[src/sv/lkv_pkg.sv]
`default_nettype none
package lkv_pkg;

  localparam int MODE_BITS  = 2;
  localparam int CAP_BITS   = 5;
  localparam int OCC_BITS   = 5;
  localparam int FIELD_BITS = 32;
  localparam int CNT_BITS   = 32;
  localparam int ADDR_BITS  = 3;
  localparam int DATA_BITS  = 32;

  localparam logic [MODE_BITS-1:0] MODE_LOOKUP = 2'd0;
  localparam logic [MODE_BITS-1:0] MODE_INSERT = 2'd1;
  localparam logic [MODE_BITS-1:0] MODE_CLEAR  = 2'd2;

  // register index as taken from the word address bit of paddr
  localparam logic REG_CAPACITY = 1'b0;

  localparam logic [CAP_BITS-1:0] CAP_RESET = 5'd16;

  typedef enum logic [2:0] {
    ST_IDLE,
    ST_MATCH,
    ST_SELECT,
    ST_READ,
    ST_COMMIT
  } state_t;

  typedef struct packed {
    logic capture;
    logic match;
    logic select;
    logic commit;
  } cmd_t;

endpackage
`default_nettype wire

[src/sv/lkv_ctrl.sv]
`default_nettype none
module lkv_ctrl
  import lkv_pkg::*;
(
  input  wire logic clk,
  input  wire logic rst_n,
  input  wire logic in_valid,
  output logic      in_ready,
  output logic      out_valid,
  input  wire logic out_ready,
  output cmd_t      cmd
);

  state_t state_r, state_nxt;
  logic   out_valid_r, out_valid_nxt;

  always_ff @(posedge clk) begin
    if (!rst_n) begin
      state_r     <= ST_IDLE;
      out_valid_r <= 1'b0;
    end else begin
      state_r     <= state_nxt;
      out_valid_r <= out_valid_nxt;
    end
  end

  always_comb begin
    state_nxt     = state_r;
    cmd           = '0;
    in_ready      = 1'b0;
    out_valid_nxt = out_valid_r && !out_ready;
    unique case (state_r)
      ST_IDLE: begin
        in_ready = 1'b1;
        if (in_valid) begin
          cmd.capture = 1'b1;
          state_nxt   = ST_MATCH;
        end
      end
      ST_MATCH: begin
        cmd.match = 1'b1;
        state_nxt = ST_SELECT;
      end
      ST_SELECT: begin
        cmd.select = 1'b1;
        state_nxt  = ST_READ;
      end
      ST_READ: begin
        state_nxt = ST_COMMIT;
      end
      ST_COMMIT: begin
        // hold until the output register is free
        if (!out_valid_r || out_ready) begin
          cmd.commit    = 1'b1;
          out_valid_nxt = 1'b1;
          state_nxt     = ST_IDLE;
        end
      end
      default: state_nxt = ST_IDLE;
    endcase
  end

  assign out_valid = out_valid_r;

`ifndef ASSERT_OFF
  a_commit_free: assert property (@(posedge clk) disable iff (!rst_n)
    cmd.commit |-> (!out_valid_r || out_ready))
    else $error("commit while output word still pending");

  a_accept_match: assert property (@(posedge clk) disable iff (!rst_n)
    (in_valid && in_ready) |=> (state_r == ST_MATCH))
    else $error("accepted word did not start a match");

  a_rise_commit: assert property (@(posedge clk) disable iff (!rst_n)
    $rose(out_valid_r) |-> $past(cmd.commit))
    else $error("output word raised without commit");
`endif

endmodule
`default_nettype wire

[src/sv/lkv_datapath.sv]
`default_nettype none
module lkv_datapath
  import lkv_pkg::*;
#(
  parameter int ENTRIES    = 16,
  parameter int KEY_BITS   = 32,
  parameter int VALUE_BITS = 32
)(
  input  wire logic                  clk,
  input  wire logic                  rst_n,
  input  wire cmd_t                  cmd,
  input  wire logic [CAP_BITS-1:0]   capacity,
  input  wire logic [MODE_BITS-1:0]  in_mode,
  input  wire logic [FIELD_BITS-1:0] in_key,
  input  wire logic [FIELD_BITS-1:0] in_value,
  output logic                       out_hit,
  output logic [FIELD_BITS-1:0]      out_read_value,
  output logic                       out_evicted,
  output logic [OCC_BITS-1:0]        out_occupancy,
  output logic [CNT_BITS-1:0]        out_hit_total,
  output logic [CNT_BITS-1:0]        out_miss_total
);

  localparam int IW = $clog2(ENTRIES);
  localparam int CW = $clog2(ENTRIES + 1);
  localparam int EW = CW + CAP_BITS;

  // valid entries always occupy slots 0 .. count-1
  logic [MODE_BITS-1:0]  mode_r;
  logic [KEY_BITS-1:0]   key_r;
  logic [VALUE_BITS-1:0] val_r;
  logic [KEY_BITS-1:0]   keys_r [ENTRIES];
  logic [IW-1:0]         ranks_r [ENTRIES];
  logic [VALUE_BITS-1:0] vmem [ENTRIES];
  logic [VALUE_BITS-1:0] rd_r;
  logic [CW-1:0]         count_r, count_nxt;
  logic [CNT_BITS-1:0]   hits_r, hits_nxt;
  logic [CNT_BITS-1:0]   misses_r, misses_nxt;
  logic [ENTRIES-1:0]    match_r, victim_r;
  logic                  hit_r;
  logic [IW-1:0]         hit_slot_r, hit_rank_r, victim_slot_r;
  logic [IW-1:0]         hit_slot_c, hit_rank_c, victim_slot_c;

  logic          is_lookup, is_insert, is_clear;
  logic          new_c, evict_c, touch_c;
  logic [IW-1:0] tslot, trank;
  logic [EW-1:0] cap_w, ent_w, eff_w;

  always_ff @(posedge clk) begin
    if (cmd.capture) begin
      mode_r <= in_mode;
      key_r  <= KEY_BITS'(in_key);
      val_r  <= VALUE_BITS'(in_value);
    end
  end

  // compare every lane against the key, flag the oldest lane
  always_ff @(posedge clk) begin
    if (!rst_n) begin
      match_r  <= '0;
      victim_r <= '0;
    end else if (cmd.match) begin
      for (int i = 0; i < ENTRIES; i++) begin
        match_r[i]  <= (CW'(i) < count_r) && (keys_r[i] == key_r);
        victim_r[i] <= (CW'(i) < count_r) && (ranks_r[i] == IW'(count_r - CW'(1)));
      end
    end
  end

  // both vectors are one-hot or empty, so an OR reduction encodes them
  always_comb begin
    hit_slot_c    = '0;
    hit_rank_c    = '0;
    victim_slot_c = '0;
    for (int i = 0; i < ENTRIES; i++) begin
      if (match_r[i]) begin
        hit_slot_c = hit_slot_c | IW'(i);
        hit_rank_c = hit_rank_c | ranks_r[i];
      end
      if (victim_r[i]) victim_slot_c = victim_slot_c | IW'(i);
    end
  end

  always_ff @(posedge clk) begin
    if (cmd.select) begin
      hit_r         <= |match_r;
      hit_slot_r    <= hit_slot_c;
      hit_rank_r    <= hit_rank_c;
      victim_slot_r <= victim_slot_c;
    end
  end

  always_ff @(posedge clk) begin
    rd_r <= vmem[hit_slot_r];
    if (cmd.commit && is_insert) vmem[tslot] <= val_r;
  end

  always_comb begin
    is_lookup = (mode_r == MODE_LOOKUP);
    is_insert = (mode_r == MODE_INSERT);
    is_clear  = (mode_r == MODE_CLEAR);

    cap_w = EW'(capacity);
    ent_w = EW'(ENTRIES);
    if (cap_w == '0)        eff_w = EW'(1);
    else if (cap_w > ent_w) eff_w = ent_w;
    else                    eff_w = cap_w;

    new_c   = is_insert && !hit_r;
    evict_c = new_c && (EW'(count_r) >= eff_w);
    touch_c = (is_lookup && hit_r) || is_insert;

    if (hit_r) begin
      tslot = hit_slot_r;
      trank = hit_rank_r;
    end else if (evict_c) begin
      tslot = victim_slot_r;
      trank = IW'(count_r - CW'(1));
    end else begin
      tslot = count_r[IW-1:0];
      trank = count_r[IW-1:0];
    end

    count_nxt  = count_r;
    hits_nxt   = hits_r;
    misses_nxt = misses_r;
    if (is_clear) begin
      count_nxt  = '0;
      hits_nxt   = '0;
      misses_nxt = '0;
    end else if (new_c && !evict_c) begin
      count_nxt = count_r + CW'(1);
    end else if (is_lookup && hit_r) begin
      if (hits_r != '1) hits_nxt = hits_r + CNT_BITS'(1);
    end else if (is_lookup) begin
      if (misses_r != '1) misses_nxt = misses_r + CNT_BITS'(1);
    end
  end

  always_ff @(posedge clk) begin
    if (!rst_n) begin
      count_r  <= '0;
      hits_r   <= '0;
      misses_r <= '0;
    end else if (cmd.commit) begin
      count_r  <= count_nxt;
      hits_r   <= hits_nxt;
      misses_r <= misses_nxt;
    end
  end

  // age every live lane more recent than the touched one
  always_ff @(posedge clk) begin
    if (cmd.commit && touch_c) begin
      for (int i = 0; i < ENTRIES; i++) begin
        if (IW'(i) == tslot)
          ranks_r[i] <= '0;
        else if ((CW'(i) < count_r) && (ranks_r[i] < trank))
          ranks_r[i] <= ranks_r[i] + IW'(1);
      end
    end
    if (cmd.commit && new_c) keys_r[tslot] <= key_r;
  end

  always_ff @(posedge clk) begin
    if (cmd.commit) begin
      out_hit        <= hit_r && (is_lookup || is_insert);
      out_read_value <= (is_lookup && hit_r) ? FIELD_BITS'(rd_r) : '0;
      out_evicted    <= evict_c;
      out_occupancy  <= OCC_BITS'(count_nxt);
      out_hit_total  <= hits_nxt;
      out_miss_total <= misses_nxt;
    end
  end

`ifndef ASSERT_OFF
  a_keys_unique: assert property (@(posedge clk) disable iff (!rst_n)
    $onehot0(match_r))
    else $error("key present in more than one lane");

  a_count_bound: assert property (@(posedge clk) disable iff (!rst_n)
    count_r <= CW'(ENTRIES))
    else $error("occupancy beyond store depth");
`endif

endmodule
`default_nettype wire

[src/sv/lru_key_value_cache.sv]
`default_nettype none
// Fully associative key-value cache with least-recently-used replacement.
// One item is handled at a time and passes these steps from acceptance to
// the result word: compare the key against every lane and flag the
// oldest lane, encode the matching slot, do the registered read
// of the value memory, and commit the update and load the output
// register; in_ready returns in the cycle after commit, so no new item is
// taken before the last one commits. The next item is
// taken while the result still waits on out_ready, but its commit holds
// until the output register is free. Capacity is set through the register
// at byte address 0 (0 acts as 1, values above ENTRIES act as ENTRIES);
// lowering it below occupancy makes each new insert evict exactly one entry.
module lru_key_value_cache
  import lkv_pkg::*;
#(
  parameter int ENTRIES    = 16,
  parameter int KEY_BITS   = 32,
  parameter int VALUE_BITS = 32
)(
  input  wire logic                  clk,
  input  wire logic                  rst_n,
  input  wire logic                  in_valid,
  output logic                       in_ready,
  input  wire logic [MODE_BITS-1:0]  in_mode,
  input  wire logic [FIELD_BITS-1:0] in_key,
  input  wire logic [FIELD_BITS-1:0] in_value,
  output logic                       out_valid,
  input  wire logic                  out_ready,
  output logic                       out_hit,
  output logic [FIELD_BITS-1:0]      out_read_value,
  output logic                       out_evicted,
  output logic [OCC_BITS-1:0]        out_occupancy,
  output logic [CNT_BITS-1:0]        out_hit_total,
  output logic [CNT_BITS-1:0]        out_miss_total,
  input  wire logic                  psel,
  input  wire logic                  penable,
  input  wire logic                  pwrite,
  input  wire logic [ADDR_BITS-1:0]  paddr,
  input  wire logic [DATA_BITS-1:0]  pwdata,
  output logic [DATA_BITS-1:0]       prdata,
  output logic                       pready
);

  cmd_t                cmd;
  logic [CAP_BITS-1:0] cap_r;

  assign pready = 1'b1;

  always_ff @(posedge clk) begin
    if (!rst_n) begin
      cap_r <= CAP_RESET;
    end else if (psel && penable && pwrite && (paddr[2] == REG_CAPACITY)) begin
      cap_r <= pwdata[CAP_BITS-1:0];
    end
  end

  always_comb begin
    prdata = '0;
    if (paddr[2] == REG_CAPACITY) prdata = DATA_BITS'(cap_r);
  end

  lkv_ctrl u_ctrl (
    .clk       (clk),
    .rst_n     (rst_n),
    .in_valid  (in_valid),
    .in_ready  (in_ready),
    .out_valid (out_valid),
    .out_ready (out_ready),
    .cmd       (cmd)
  );

  lkv_datapath #(
    .ENTRIES    (ENTRIES),
    .KEY_BITS   (KEY_BITS),
    .VALUE_BITS (VALUE_BITS)
  ) u_datapath (
    .clk            (clk),
    .rst_n          (rst_n),
    .cmd            (cmd),
    .capacity       (cap_r),
    .in_mode        (in_mode),
    .in_key         (in_key),
    .in_value       (in_value),
    .out_hit        (out_hit),
    .out_read_value (out_read_value),
    .out_evicted    (out_evicted),
    .out_occupancy  (out_occupancy),
    .out_hit_total  (out_hit_total),
    .out_miss_total (out_miss_total)
  );

endmodule
`default_nettype wire

[config.mk]
export PLATFORM = sky130hd
export DESIGN_NAME = lru_key_value_cache
export DESIGN_NICKNAME = d
export VERILOG_FILES = /design/src/sv/lkv_pkg.sv /design/src/sv/lkv_ctrl.sv /design/src/sv/lkv_datapath.sv /design/src/sv/lru_key_value_cache.sv
export SDC_FILE = /design/constraint.sdc
export NUM_CORES = 2
export LEC_CHECK = 0
export BUFFER_PORTS_ARGS = -buffer_cell sky130_fd_sc_hd__buf_2
export CAP_MARGIN = 25
export CORE_MARGIN = 10
export CORE_UTILIZATION = 55
export DETAILED_ROUTE_END_ITERATION = 12
export PLACE_DENSITY = 0.74
export SLEW_MARGIN = 20
export SYNTH_ARGS = -nofsm -noshare
export SYNTH_HDL_FRONTEND = slang
export SYNTH_SLANG_ARGS = --single-unit
[constraint.sdc]
create_clock -name clk -period 14.09 [get_ports clk]
set_clock_uncertainty 0.15 [all_clocks]
set_input_delay 1.409 -clock clk [delete_from_list [all_inputs] [get_ports clk]]
set_output_delay 1.409 -clock clk [all_outputs]
set_load 0.03 [all_outputs]
==> results.toml <==
[outcome]
outcome = "complete, no violations"

[die]
die_w_um = 349
ios = 246
num_rows = 120
initial_utilization_pct = 55.4
core-area_sq_um = 107000
die_area_sq_um = 122000
die_h_um = 349

[timing]
max_freq_mhz = 185
rsz0062_at_grt = "false"
worst_slew_pin_slew_ns = 1.05
setup_violations = 0
hold_violations = 0
finalSetupTns_ns = 0
max_slew_margin_pct = 28.2
fin_crit_sh_pct = 38.5
drv_slew = 0
min_period_ns = 5.42

[setup_path]
cpMostUsedCell = "a21oi_1"
rr_endpoint = "u_datapath.ranks_r[0][29]$_SDFFCE_PN0P_"
crit_path_start_kind = "flip-flop"
crit_type = "reg -> reg"
path_delay_family = "compound AO/OA/AOI/OAI gates"
cp_slowest_cell = "a21oi_1"
cp_data_arrival_time_ns = 5.66
required_ns = 14.33
worstReg2RegStart = "u_datapath.count_r[4]$_SDFFE_PN0P_"
path_cells = "ha_1, a21oi_1, a21oi_1, a21oi_4, buf_4, inv_1, nand2_1, mux2i_1, a21oi_1, ha_1, a21o_1, a2111oi_0, o211ai_1, o21ai_0"
worst-path-buf-inv = 2
cp_max_fo = 36
rrSetupSlack_ns = 8.67
end_kind = "flip-flop"
slowest_delay_ns = 0.83
reg2reg_depth = 14

[min_path]
hp-start = "u_datapath.victim_r[7]$_SDFFE_PN0P_"
min_path_type = "reg -> reg"
min_delay_path_depth = 2
whs_endpoint = "u_datapath.victim_r[7]$_SDFFE_PN0P_"

[grt]
antenna_found_initial = 5
gr-total-overflow = 0
grt_pass1_wl_um = 212000
grt.total_usage_pct = 22.9
grt_max_degree = 85
grt_pass1_vias = 33504

[layout]
filler_cell_count = 7649
drive_gt1_share_pct = 17.6
final_util_pct = 62.5
seq_area_sq_um = 41000
antenna-diode-count = 0
multi_input_area_sq_um = 17700
nets = 4218
syn2layout_area_growth_pct = 12.9

[clock_tree]
cts_root_buffer = "clkbuf_16"
cts_max_path_buffers = 3
cts_resized = 0
cts_tree = "done"
cts.reportedPaths.clkPinSlew_ns = 0.06
cts_sinks = 1411
hold_buffers = 0
post-cts-setup-buffers = 0
clock_latency_ns = 0.76
htree_levels = 4
cts_buffers = 142

[logic_synthesis]
postSynthCellCount = 3794
synth-seq-cells = 1411
syn-cell-area_sq_um = 59400
synthFlopType = "edfxtp_1"
syn-mean-instance-area_sq_um = 15.7
synth_cell_types = 70
synth-edff-count = 1270
synth_seq_area_share_pct = 69.0
ys_warn_count = 0
yosysTopAreaCellShare_pct = 64.2
synth_top_area_cell = "edfxtp_1"
async_flop_share_pct = 0
synth_area_leaders = "edfxtp_1, mux4_2, xnor2_1"

[power]
finalPower_w = 0.00892
peakVddDrop_uv = 124
powerDensity_nw_per_um2 = 133
p_leak_nw = 21.7

[placement]
gp_congestion = 0.918
io_buffers = 188
dp_hpwl_um = 79100

[detailed_routing]
vias = 33811
dr.pass1.iters = 8
ant_nets = 0
first_iter_violations = 3479
wl_per_cell_um = 25.4
via_per_inst = 6.08
drc = 0
wl_um = 141000

[flow_run]
maxCapViolations = 0
[registers in the layout, indices dropped and copies added, names as in the netlist, 2 cells and up]
signal,flops
u_datapath.count_r,5
u_datapath.rd_r,32
u_datapath.val_r,32
u_datapath.out_miss_total,32
u_datapath.victim_r,15
cap_r,5
u_datapath.vmem,512
u_ctrl.state_r,3
u_datapath.ranks_r,64
u_datapath.victim_slot_r,4
u_datapath.misses_r,32
u_datapath.out_read_value,32
u_datapath.keys_r,512
u_datapath.key_r,32
u_datapath.hit_slot_r,4
u_datapath.mode_r,2
u_datapath.out_hit_total,32
u_datapath.out_occupancy,5
u_datapath.hits_r,32
u_datapath.hit_rank_r,4
u_datapath.match_r,16
[synthesized netlist by cell type (4+ instances only)]
| master | instances |
|---|---|
| a21oi_1 | 74 |
| a221oi_1 | 18 |
| a22o_1 | 17 |
| a41oi_1 | 4 |
| nand3_1 | 89 |
| a21o_1 | 9 |
| clkbuf_1 | 154 |
| o32ai_1 | 4 |
| o211ai_1 | 21 |
| a31oi_1 | 23 |
| nor4_1 | 92 |
| and2_1 | 43 |
| dfxtp_1 | 141 |
| a32oi_1 | 16 |
| nand3b_1 | 4 |
| edfxtp_1 | 1270 |
| ha_1 | 73 |
| or2_2 | 6 |
| xor2_1 | 309 |
| nand2_1 | 85 |
| xnor2_1 | 359 |
| nor3_1 | 54 |
| and3_1 | 18 |
| o21ai_0 | 80 |
| nor2_1 | 256 |
| inv_1 | 32 |
| o21a_1 | 4 |
| a2111oi_0 | 26 |
| nand4_1 | 122 |
| mux4_2 | 160 |
| and4_1 | 10 |
| buf_4 | 28 |
| nor3b_1 | 7 |
| o221ai_1 | 8 |
| or3_1 | 28 |
| a211oi_1 | 7 |
| buf_2 | 4 |
| mux2_2 | 5 |
| buf_1 | 34 |
| nand2b_1 | 16 |
| nor2b_1 | 11 |
| o22ai_1 | 4 |
| o31ai_1 | 15 |
| mux2i_1 | 20 |
[logic make-up (layout without fill, tap and decap cells)]
group | count (synthesis) | after routing | share of synthesized area [%]
and+or+nand+nor | 853 | 853 | 7.39
xor gates and xnor gates | 668 | 668 | 9.85
other | 2 | 28 | 0.0126
AOI/OAI and AO/OA | 348 | 348 | 3.93
DFF | 1411 | 1411 | 69.0
adders and majority gates | 73 | 73 | 1.54
muxes | 185 | 185 | 6.50
buffers and inverters | 254 | 590 | 1.80
[report_power, final]
group / switching, W / internal (W)
Combinational: 0.000319 / 0.000166
Clock: 0.00160 / 0.00217
Sequential: 0.0000454 / 0.00462
[cell usage in the layout, fill, tap and decap left out, types with 53 or more instances in the layout]
master / instances
nand2_1: 85
xnor2_1: 358
dfxtp_1: 141
xor2_1: 308
mux4_2: 160
buf_2: 189
nand4_1: 122
nor4_1: 92
nor3_1: 53
clkbuf_16: 144
o21ai_0: 80
nand3_1: 89
nor2_1: 224
ha_1: 73
edfxtp_1: 1270
a21oi_1: 74
buf_4: 102
[worst min-delay path, cell delays in order, from the launching register on]
cell and delay, ns:
dfxtp_1 0.33, nand2_1 0.06, a21oi_1 0.06
[routing by layer]
metal,vias to the layer above,routed length [um],track usage (%)
met5,-,56,0
met2,1603,66400,35.8
met3,244,11600,4.15
met4,8,4010,7.73
met1,17023,59000,32.5
li1,14933,-,-
[layout make-up]
class / instances / share of cell area, %
inverters: 33 / 0.192
clock inverters: 77 / 1.34
repair buffers: 294 / 2.63
clock buffers: 186 / 5.72
flip-flops and latches: 1411 / 61.1
well taps: 1403 / 2.62
multi-input cells: 2155 / 26.4
[how the worst max path moves through the flow]
stage / to / cells past startpoint / start / slack [ns]
global route: u_datapath.ranks_r[0][28]$_SDFFCE_PN0P_ / 14 / u_datapath.count_r[4]$_SDFFE_PN0P_ / 8.41
finish: u_datapath.ranks_r[0][29]$_SDFFCE_PN0P_ / 14 / u_datapath.count_r[4]$_SDFFE_PN0P_ / 8.67
CTS: u_datapath.ranks_r[0][28]$_SDFFCE_PN0P_ / 14 / u_datapath.count_r[4]$_SDFFE_PN0P_ / 8.81
floorplan: u_datapath.keys_r[12][0]$_DFFE_PP_ / 7 / out_ready / 6.39
detailed placement: u_datapath.ranks_r[1][13]$_SDFFCE_PN0P_ / 14 / u_datapath.count_r[4]$_SDFFE_PN0P_ / 8.89
global placement: u_datapath.ranks_r[1][15]$_SDFFCE_PN0P_ / 14 / u_datapath.count_r[4]$_SDFFE_PN0P_ / 8.99
[metrics by stage]
stage | instances | hold slack (ns) | worst slack, ns | cell area [sq um]
final | 5559 | 0.346 | 8.67 | 67000
after global routing | 5559 | 0.374 | 8.41 | 67000
after CTS | 5556 | 0.338 | 8.81 | 67000
after detailed placement | 5293 | 0.330 | 8.89 | 62300
after global placement | 5292 | 0.317 | 8.99 | 62300
after floorplan | 3820 | 0.299 | 6.39 | 59500
(Power assumes the default switching activity.)
